[src/design/calendar_date_counter_defines.svh]
// Assertion macros used by the calendar date counter.
`ifndef CALENDAR_DATE_COUNTER_DEFINES_SVH
`define CALENDAR_DATE_COUNTER_DEFINES_SVH

// Same-cycle implication, sampled on the block clock and off during reset.
`define CDC_ASSERT_IMP(label, ante, cons, msg) \
   label: assert property (@(posedge clock) disable iff (reset) (ante) |-> (cons)) \
      else $error(msg);

// Next-cycle implication, sampled on the block clock and off during reset.
`define CDC_ASSERT_NXT(label, ante, cons, msg) \
   label: assert property (@(posedge clock) disable iff (reset) (ante) |=> (cons)) \
      else $error(msg);

`endif

[src/design/cdc_pkg.sv]
// Types, constants and calendar functions of the calendar date counter.
package cdc_pkg;

   typedef enum logic [3:0] {
      ST_IDLE,
      ST_LOAD_CHK,
      ST_ADD,
      ST_ADD_LEAP,
      ST_WD_PREP,
      ST_WD_SUM,
      ST_WD_DIV7,
      ST_WD_MOD,
      ST_RESP
   } state_type;

   typedef enum logic {
      DIV_BY_100,
      DIV_BY_7
   } div_kind_type;

   typedef struct packed {
      div_kind_type kind;
      logic [13:0]  operand;
   } div_req_type;

   localparam logic [1:0] ERR_OK    = 2'd0;
   localparam logic [1:0] ERR_MONTH = 2'd1;
   localparam logic [1:0] ERR_DAY   = 2'd2;
   localparam logic [1:0] ERR_RANGE = 2'd3;

   localparam logic [13:0] MAX_YEAR   = 14'd9999;
   localparam logic [13:0] RESET_YEAR = 14'd2000;

   localparam logic [13:0] RECIP_100   = 14'd5243;
   localparam int          SHIFT_100   = 19;
   localparam logic [6:0]  DIVISOR_100 = 7'd100;
   localparam logic [13:0] RECIP_7     = 14'd9363;
   localparam int          SHIFT_7     = 16;
   localparam logic [6:0]  DIVISOR_7   = 7'd7;

   function automatic logic leap_of(logic [1:0] year_low, logic [1:0] quot_low,
                                    logic [6:0] rem100);
      if (rem100 != 7'd0) begin
         return year_low == 2'd0;
      end else begin
         return quot_low == 2'd0;
      end
   endfunction

   function automatic logic [4:0] month_len(logic [3:0] month, logic leap);
      unique case (month)
         4'd1, 4'd3, 4'd5, 4'd7, 4'd8, 4'd10, 4'd12: return 5'd31;
         4'd4, 4'd6, 4'd9, 4'd11:                     return 5'd30;
         4'd2:                                        return leap ? 5'd29 : 5'd28;
         default:                                     return 5'd0;
      endcase
   endfunction

   // Month term of the weekday sum, with January and February as months 13 and 14.
   function automatic logic [3:0] zeller_month_term(logic [3:0] month_adj);
      unique case (month_adj)
         4'd3:           return 4'd2;
         4'd4, 4'd5:     return 4'd3;
         4'd6, 4'd7:     return 4'd4;
         4'd8:           return 4'd5;
         4'd9, 4'd10:    return 4'd6;
         4'd11, 4'd12:   return 4'd7;
         4'd13:          return 4'd8;
         4'd14:          return 4'd9;
         default:        return 4'd0;
      endcase
   endfunction

endpackage

[src/design/calendar_date_counter.sv]
// Top level of the calendar date counter: sequencer, date registers and stream ports.
// The block holds one Gregorian date, 2000-01-01 after reset, and handles one request
// at a time; req_tready is low from acceptance until the response has been taken.
// A load request passes the load check, then the weekday states (prep, sum, divide by 7,
// modulo) before its response. An add request walks its n days, with a leap year step
// for each new year entered, then passes the same weekday states; a walk that reaches
// 9999-12-31 with days left stops there with a range error. The date walk advances one
// day per cycle except at a new year, and the next request can be accepted in the cycle
// after the response is taken. The leap year test and the weekday both go through one
// shared divide-by-constant unit (a registered reciprocal multiply).
`include "calendar_date_counter_defines.svh"

module calendar_date_counter (
   input  logic        clock,
   input  logic        reset,
   input  logic        req_tvalid,
   output logic        req_tready,
   input  logic [39:0] req_tdata,  // year_in[13:0], month_in[17:14], day_in[22:18],
                                   // day_count[32:23], zero fill
   input  logic [0:0]  req_tuser,  // action: 0 load, 1 add
   output logic        rsp_tvalid,
   input  logic        rsp_tready,
   output logic [31:0] rsp_tdata   // year_out[13:0], month_out[17:14], day_out[22:18],
                                   // weekday[25:23], error[27:26], zero fill
);

   cdc_pkg::state_type   state_ff, state_in;
   logic [13:0]          year_in_ff, year_in_in;
   logic [3:0]           month_in_ff, month_in_in;
   logic [4:0]           day_in_ff, day_in_in;
   logic [9:0]           count_ff, count_in;
   logic [13:0]          cur_year_ff, cur_year_in;
   logic [3:0]           cur_month_ff, cur_month_in;
   logic [4:0]           cur_day_ff, cur_day_in;
   logic                 leap_ff, leap_in;
   logic [1:0]           err_ff, err_in;
   logic [2:0]           weekday_ff, weekday_in;
   logic [13:0]          wsum_ff, wsum_in;

   cdc_pkg::div_req_type div_req;
   logic [10:0]          div_quot;
   logic [6:0]           div_rem;

   logic [4:0]           cur_mlen;
   logic                 at_max;
   logic [13:0]          year_adj;
   logic [3:0]           month_adj;
   logic                 load_leap;
   logic [14:0]          wsum_full;

   cdc_div_unit u_div (
      .clock   (clock),
      .div_req (div_req),
      .quot    (div_quot),
      .rem     (div_rem)
   );

   assign cur_mlen  = cdc_pkg::month_len(cur_month_ff, leap_ff);
   assign at_max    = (cur_year_ff == cdc_pkg::MAX_YEAR) && (cur_month_ff == 4'd12) &&
                      (cur_day_ff == 5'd31);
   assign year_adj  = (cur_month_ff < 4'd3) ? cur_year_ff - 14'd1 : cur_year_ff;
   assign month_adj = (cur_month_ff < 4'd3) ? cur_month_ff + 4'd12 : cur_month_ff;
   assign load_leap = cdc_pkg::leap_of(year_in_ff[1:0], div_quot[1:0], div_rem);
   assign wsum_full = 15'(cur_day_ff) + 15'({month_adj, 1'b0}) +
                      15'(cdc_pkg::zeller_month_term(month_adj)) + 15'(year_adj) +
                      15'(year_adj >> 2) + 15'(div_quot >> 2) - 15'(div_quot);

   assign req_tready = (state_ff == cdc_pkg::ST_IDLE);
   assign rsp_tvalid = (state_ff == cdc_pkg::ST_RESP);
   assign rsp_tdata  = {4'd0, err_ff, weekday_ff, cur_day_ff, cur_month_ff, cur_year_ff};

   always_comb begin
      div_req.kind    = cdc_pkg::DIV_BY_100;
      div_req.operand = year_adj;
      unique case (state_ff)
         cdc_pkg::ST_IDLE:    div_req.operand = req_tdata[13:0];
         cdc_pkg::ST_ADD:     div_req.operand = cur_year_ff + 14'd1;
         cdc_pkg::ST_WD_DIV7: begin
            div_req.kind    = cdc_pkg::DIV_BY_7;
            div_req.operand = wsum_ff;
         end
         default:             div_req.operand = year_adj;
      endcase
   end

   always_comb begin
      state_in     = state_ff;
      year_in_in   = year_in_ff;
      month_in_in  = month_in_ff;
      day_in_in    = day_in_ff;
      count_in     = count_ff;
      cur_year_in  = cur_year_ff;
      cur_month_in = cur_month_ff;
      cur_day_in   = cur_day_ff;
      leap_in      = leap_ff;
      err_in       = err_ff;
      weekday_in   = weekday_ff;
      wsum_in      = wsum_ff;
      unique case (state_ff)
         cdc_pkg::ST_IDLE: begin
            if (req_tvalid) begin
               year_in_in  = req_tdata[13:0];
               month_in_in = req_tdata[17:14];
               day_in_in   = req_tdata[22:18];
               count_in    = req_tdata[32:23];
               err_in      = cdc_pkg::ERR_OK;
               state_in    = req_tuser[0] ? cdc_pkg::ST_ADD : cdc_pkg::ST_LOAD_CHK;
            end
         end
         cdc_pkg::ST_LOAD_CHK: begin
            priority if ((year_in_ff == 14'd0) || (year_in_ff > cdc_pkg::MAX_YEAR)) begin
               err_in = cdc_pkg::ERR_RANGE;
            end else if ((month_in_ff == 4'd0) || (month_in_ff > 4'd12)) begin
               err_in = cdc_pkg::ERR_MONTH;
            end else if ((day_in_ff == 5'd0) ||
                         (day_in_ff > cdc_pkg::month_len(month_in_ff, load_leap))) begin
               err_in = cdc_pkg::ERR_DAY;
            end else begin
               cur_year_in  = year_in_ff;
               cur_month_in = month_in_ff;
               cur_day_in   = day_in_ff;
               leap_in      = load_leap;
            end
            state_in = cdc_pkg::ST_WD_PREP;
         end
         cdc_pkg::ST_ADD: begin
            priority if (count_ff == 10'd0) begin
               state_in = cdc_pkg::ST_WD_PREP;
            end else if (at_max) begin
               err_in   = cdc_pkg::ERR_RANGE;
               state_in = cdc_pkg::ST_WD_PREP;
            end else begin
               count_in = count_ff - 10'd1;
               if (cur_day_ff < cur_mlen) begin
                  cur_day_in = cur_day_ff + 5'd1;
               end else begin
                  cur_day_in = 5'd1;
                  if (cur_month_ff < 4'd12) begin
                     cur_month_in = cur_month_ff + 4'd1;
                  end else begin
                     cur_month_in = 4'd1;
                     cur_year_in  = cur_year_ff + 14'd1;
                     state_in     = cdc_pkg::ST_ADD_LEAP;
                  end
               end
            end
         end
         cdc_pkg::ST_ADD_LEAP: begin
            leap_in  = cdc_pkg::leap_of(cur_year_ff[1:0], div_quot[1:0], div_rem);
            state_in = cdc_pkg::ST_ADD;
         end
         cdc_pkg::ST_WD_PREP: begin
            state_in = cdc_pkg::ST_WD_SUM;
         end
         cdc_pkg::ST_WD_SUM: begin
            wsum_in  = wsum_full[13:0];
            state_in = cdc_pkg::ST_WD_DIV7;
         end
         cdc_pkg::ST_WD_DIV7: begin
            state_in = cdc_pkg::ST_WD_MOD;
         end
         cdc_pkg::ST_WD_MOD: begin
            weekday_in = (div_rem[2:0] == 3'd6) ? 3'd0 : div_rem[2:0] + 3'd1;
            state_in   = cdc_pkg::ST_RESP;
         end
         cdc_pkg::ST_RESP: begin
            if (rsp_tready) begin
               state_in = cdc_pkg::ST_IDLE;
            end
         end
         default: begin
            state_in = cdc_pkg::ST_IDLE;
         end
      endcase
   end

   always_ff @(posedge clock) begin
      if (reset) begin
         state_ff     <= cdc_pkg::ST_IDLE;
         cur_year_ff  <= cdc_pkg::RESET_YEAR;
         cur_month_ff <= 4'd1;
         cur_day_ff   <= 5'd1;
         leap_ff      <= 1'b1;
      end else begin
         state_ff     <= state_in;
         cur_year_ff  <= cur_year_in;
         cur_month_ff <= cur_month_in;
         cur_day_ff   <= cur_day_in;
         leap_ff      <= leap_in;
      end
   end

   always_ff @(posedge clock) begin
      year_in_ff  <= year_in_in;
      month_in_ff <= month_in_in;
      day_in_ff   <= day_in_in;
      count_ff    <= count_in;
      err_ff      <= err_in;
      weekday_ff  <= weekday_in;
      wsum_ff     <= wsum_in;
   end

   `CDC_ASSERT_IMP(a_busy_during_rsp, rsp_tvalid, !req_tready,
                   "request taken while a response waits")
   `CDC_ASSERT_NXT(a_busy_after_accept, req_tvalid && req_tready,
                   !req_tready && !rsp_tvalid, "no work cycle after an accepted request")
   `CDC_ASSERT_IMP(a_date_in_range, 1'b1,
                   (cur_month_ff >= 4'd1) && (cur_month_ff <= 4'd12) &&
                   (cur_day_ff >= 5'd1) && (cur_day_ff <= cur_mlen) &&
                   (cur_year_ff >= 14'd1) && (cur_year_ff <= cdc_pkg::MAX_YEAR),
                   "current date is not a valid calendar date")
   `CDC_ASSERT_NXT(a_walk_counts_down,
                   (state_ff == cdc_pkg::ST_ADD) && (count_ff != 10'd0) && !at_max,
                   count_ff == $past(count_ff) - 10'd1, "day walk did not consume one day")

endmodule

[src/design/cdc_div_unit.sv]
// Shared constant divider: reciprocal multiply, registered, then quotient and remainder.
module cdc_div_unit (
   input  logic                   clock,
   input  cdc_pkg::div_req_type   div_req,
   output logic [10:0]            quot,
   output logic [6:0]             rem
);

   logic [13:0]           recip;
   logic [27:0]           prod_in;
   logic [27:0]           prod_ff;
   logic [13:0]           operand_ff;
   cdc_pkg::div_kind_type kind_ff;
   logic [6:0]            divisor;
   logic [17:0]           back_prod;

   always_comb begin
      unique case (div_req.kind)
         cdc_pkg::DIV_BY_100: recip = cdc_pkg::RECIP_100;
         cdc_pkg::DIV_BY_7:   recip = cdc_pkg::RECIP_7;
         default:             recip = cdc_pkg::RECIP_100;
      endcase
      prod_in = 28'(div_req.operand) * 28'(recip);
   end

   always_ff @(posedge clock) begin
      prod_ff    <= prod_in;
      operand_ff <= div_req.operand;
      kind_ff    <= div_req.kind;
   end

   always_comb begin
      unique case (kind_ff)
         cdc_pkg::DIV_BY_100: begin
            quot    = 11'(prod_ff >> cdc_pkg::SHIFT_100);
            divisor = cdc_pkg::DIVISOR_100;
         end
         cdc_pkg::DIV_BY_7: begin
            quot    = 11'(prod_ff >> cdc_pkg::SHIFT_7);
            divisor = cdc_pkg::DIVISOR_7;
         end
         default: begin
            quot    = 11'(prod_ff >> cdc_pkg::SHIFT_100);
            divisor = cdc_pkg::DIVISOR_100;
         end
      endcase
      back_prod = 18'(quot) * 18'(divisor);
      rem       = 7'(operand_ff - back_prod[13:0]);
   end

endmodule

[config.mk]
export PLATFORM = sky130hd
export DESIGN_NAME = calendar_date_counter
export DESIGN_NICKNAME = d
export VERILOG_FILES = /design/src/design/cdc_pkg.sv /design/src/design/calendar_date_counter.sv /design/src/design/cdc_div_unit.sv
export VERILOG_INCLUDE_DIRS = /design/src /design/src/design
export SDC_FILE = /design/constraint.sdc
export NUM_CORES = 1
export LEC_CHECK = 0
export BUFFER_PORTS_ARGS = -buffer_cell sky130_fd_sc_hd__buf_4
export CAP_MARGIN = 30
export CORE_ASPECT_RATIO = 2
export CORE_UTILIZATION = 30
export DETAILED_ROUTE_END_ITERATION = 10
export PLACE_DENSITY = 0.54
export SETUP_SLACK_MARGIN = 0.15
export SYNTH_ARGS = -nofsm -noshare
export SYNTH_HDL_FRONTEND = slang
export SYNTH_HIERARCHICAL = 1
export SYNTH_SLANG_ARGS = --single-unit
[constraint.sdc]
create_clock -name clock -period 8 [get_ports clock]
set_clock_uncertainty 0.05 [all_clocks]
set_input_delay 0.4 -clock clock [delete_from_list [all_inputs] [get_ports clock]]
set_output_delay 0.4 -clock clock [all_outputs]
set_load 0.1 [all_outputs]
==> reports/results.ini <==
[drt]
drt_iter0_drc = 397
ant_nets = 0
num_vias = 10400
drc = 0
wl_um = 39800
routedWlPerCell_um = 19.9
firstDrtPassIters = 5
vias_per_cell = 5.17

[clock_network]
root_buffer = clkbuf_16
tritoncts = built
cts.clk_slew.worst_paths_ns = 0.08
cts.sinks = 100
insertion_delay_ns = 0.38
clock_path_buffers = 2
cts_buffers = 9
cts.htree.levels = 3
postCtsHoldBufs = 0

[yosys]
synth_adder_area_share = 0.365
yosys_warnings = 6
synth_flop_cell = edfxtp_1
ys_types = 97
synth_xor_area_frac = 0.0536
muxShareOfSynthArea = 0.0127
netlist_instances = 1385
ys_seq_area_frac = 0.198
synth-simple-area-share = 0.134
syn_area_um2 = 12700
syn_avg_cell_area_um2 = 9.21
async_reset_ff_frac = 0
synth_top_family_by_area = adder cells
synth_compound_area_frac = 0.151
ys_seq_elements = 100
synth_edf_count = 52

[floorplanning]
die_x_um = 148
die_area_um2 = 43400
core.rowCount = 106
die_h_um = 294
start_util = 0.304
coreArea_um2 = 41900
pin_count = 79

[setup_path]
crit_type = register to register
max_stage_delay_ns = 0.64
cp.arrival_ns = 7.71
cp_max_fo = 13
required_ns = 8.22
cpMaxStageDelayCell = dfxtp_1
crit_path_end_kind = register
critPathMostFrequentCell = ha_1
cp-start-kind = register

[global_route]
grt_pass1_wl_um = 60800
gr-total-overflow = 0
grt_pass1_vias = 11100
track_usage = 0.188
grt_max_degree = 35
grt_antenna_before_repair = 0

[layout]
antenna_cells = 0
n_fill_cell = 4401
seqCellArea_um2 = 2520
drive_gt1_frac = 0.124
area_growth_pct = 12.6
mostFrequentLayoutCells = inv_1, ha_1, buf_4
multi_input_area_um2 = 9230
fin_nets = 1809
final_common_cell = inv_1

[sta]
slew_violations = 0
max_slew_margin = 0.441
tightestPinTransition_ns = 0.835
setup_tns_ns = 0
final_hold_viol_count = 0
period_share = 0.937
setup_viol = 0
fmax_ghz = 0.133
rsz0062_at_grt = no
fin_crit_ns = 7.50

[placed_design]
gp_congestion = 0.904
dp_hpwl_um = 34200
io_buffers = 67

[worst_hold_path]
hp-class = input pin to register

[run]
cap_violations = 0

[run_status]
status = complete, no violations

area by class of cell:
type / count / area share
Tap cell: 540 / 0.0471
Clock inverter: 7 / 0.00462
Timing Repair Buffer: 114 / 0.0596
Sequential cell: 100 / 0.176
Clock buffer: 9 / 0.0157
Inverter: 207 / 0.0541
Multi-Input combinational cell: 1027 / 0.643
synthesized netlist by cell type, types with 5 or more instances:
cell type / n / area share
xor2_1: 19 / 0.013
or2_2: 6 / 0.0029
a21o_1: 23 / 0.014
nand4_1: 11 / 0.0054
buf_4: 5 / 0.0029
nand2_1: 78 / 0.023
ha_1: 194 / 0.19
o21ai_1: 10 / 0.0039
nor2_1: 81 / 0.024
nor2b_1: 9 / 0.0044
buf_2: 8 / 0.0031
a21oi_1: 80 / 0.031
and2_1: 9 / 0.0044
nor3_1: 34 / 0.013
mux2_2: 9 / 0.0079
fa_1: 111 / 0.17
a311oi_1: 5 / 0.0034
a2111oi_0: 5 / 0.0034
edfxtp_1: 52 / 0.12
dfxtp_1: 48 / 0.075
and3_1: 11 / 0.0054
mux2i_1: 6 / 0.0047
clkbuf_1: 44 / 0.013
a211oi_1: 9 / 0.0053
inv_1: 206 / 0.061
o21ai_0: 48 / 0.019
nand2b_1: 13 / 0.0064
nand3_1: 23 / 0.0090
o22ai_1: 11 / 0.0054
or3_1: 5 / 0.0025
nor4_1: 15 / 0.0074
xnor2_1: 59 / 0.041
o21a_1: 6 / 0.0035
a31oi_1: 12 / 0.0059
cell families after synthesis:
kind of cell	after synthesis
simple gates	326
fa+ha+maj	305
compound gates	285
buf+inv	273
flops	100
xor+xnor	78
mux	15
other cells	3
routing by layer:
| metal | track usage | share of wire | vias up |
|---|---|---|---|
| li1 | - | - | 4902 |
| met1 | 0.146 | 0.29 | 5049 |
| met2 | 0.403 | 0.60 | 285 |
| met3 | 0.0163 | 0.026 | 117 |
| met4 | 0.144 | 0.080 | 0 |
| met5 | 0 | 0 | - |
metrics by stage:
step                      hold slack [ns]  cells  cell area [um2]  worst slack, ns  utilization
after floorplan                     0.436   1400            12800            0.503            -
after global placement              0.465   1987            14000            0.472        0.335
after detailed placement            0.483   1987            14000            0.388        0.335
after CTS                           0.137   2003            14300            0.334        0.342
after global routing                0.148   2004            14400            0.161        0.343
final                               0.150   2004            14400            0.503        0.343
critical path, delay by kind of cell, from the launching register on:
kind	cells	cell delay, ns
compound gates	7	1.96
xor+xnor	1	0.19
fa+ha+maj	7	2.87
buf+inv	4	0.53
flops	1	0.64
mux	1	0.16
simple gates	5	0.96
sequential cells by signal, indices dropped and copies added (netlist names), 5 cells and up:
name              flops
cur_year_ff          14
wsum_ff              14
year_in_ff           14
u_div/prod_ff        12
count_ff             10
u_div/operand_ff      7
cur_day_ff            5
day_in_ff             5
final timing paths:
path / startpoint / to / slack [ns] / depth (start not counted)
setup / recovery: cur_year_ff[5] / u_div/prod_ff[22] / 0.50 / 25
hold / removal: req_tdata[20] / day_in_ff[2] / 0.15 / 1
setup reg to reg: cur_year_ff[5] / u_div/prod_ff[22] / 0.50 / 25
hold reg to reg: leap_ff / leap_ff / 0.50 / 2
timing repair:
action / 4_1_cts / 5_1_grt
endpoints found under the hold margin: 0 / 0
gates resized for setup: 0 / 4
buffers inserted: 0 / 1
endpoints found under the setup margin: 0 / 10
Power is not shown: default switching activity piles up to over one toggle a cycle in this logic, so the estimate is an artifact.
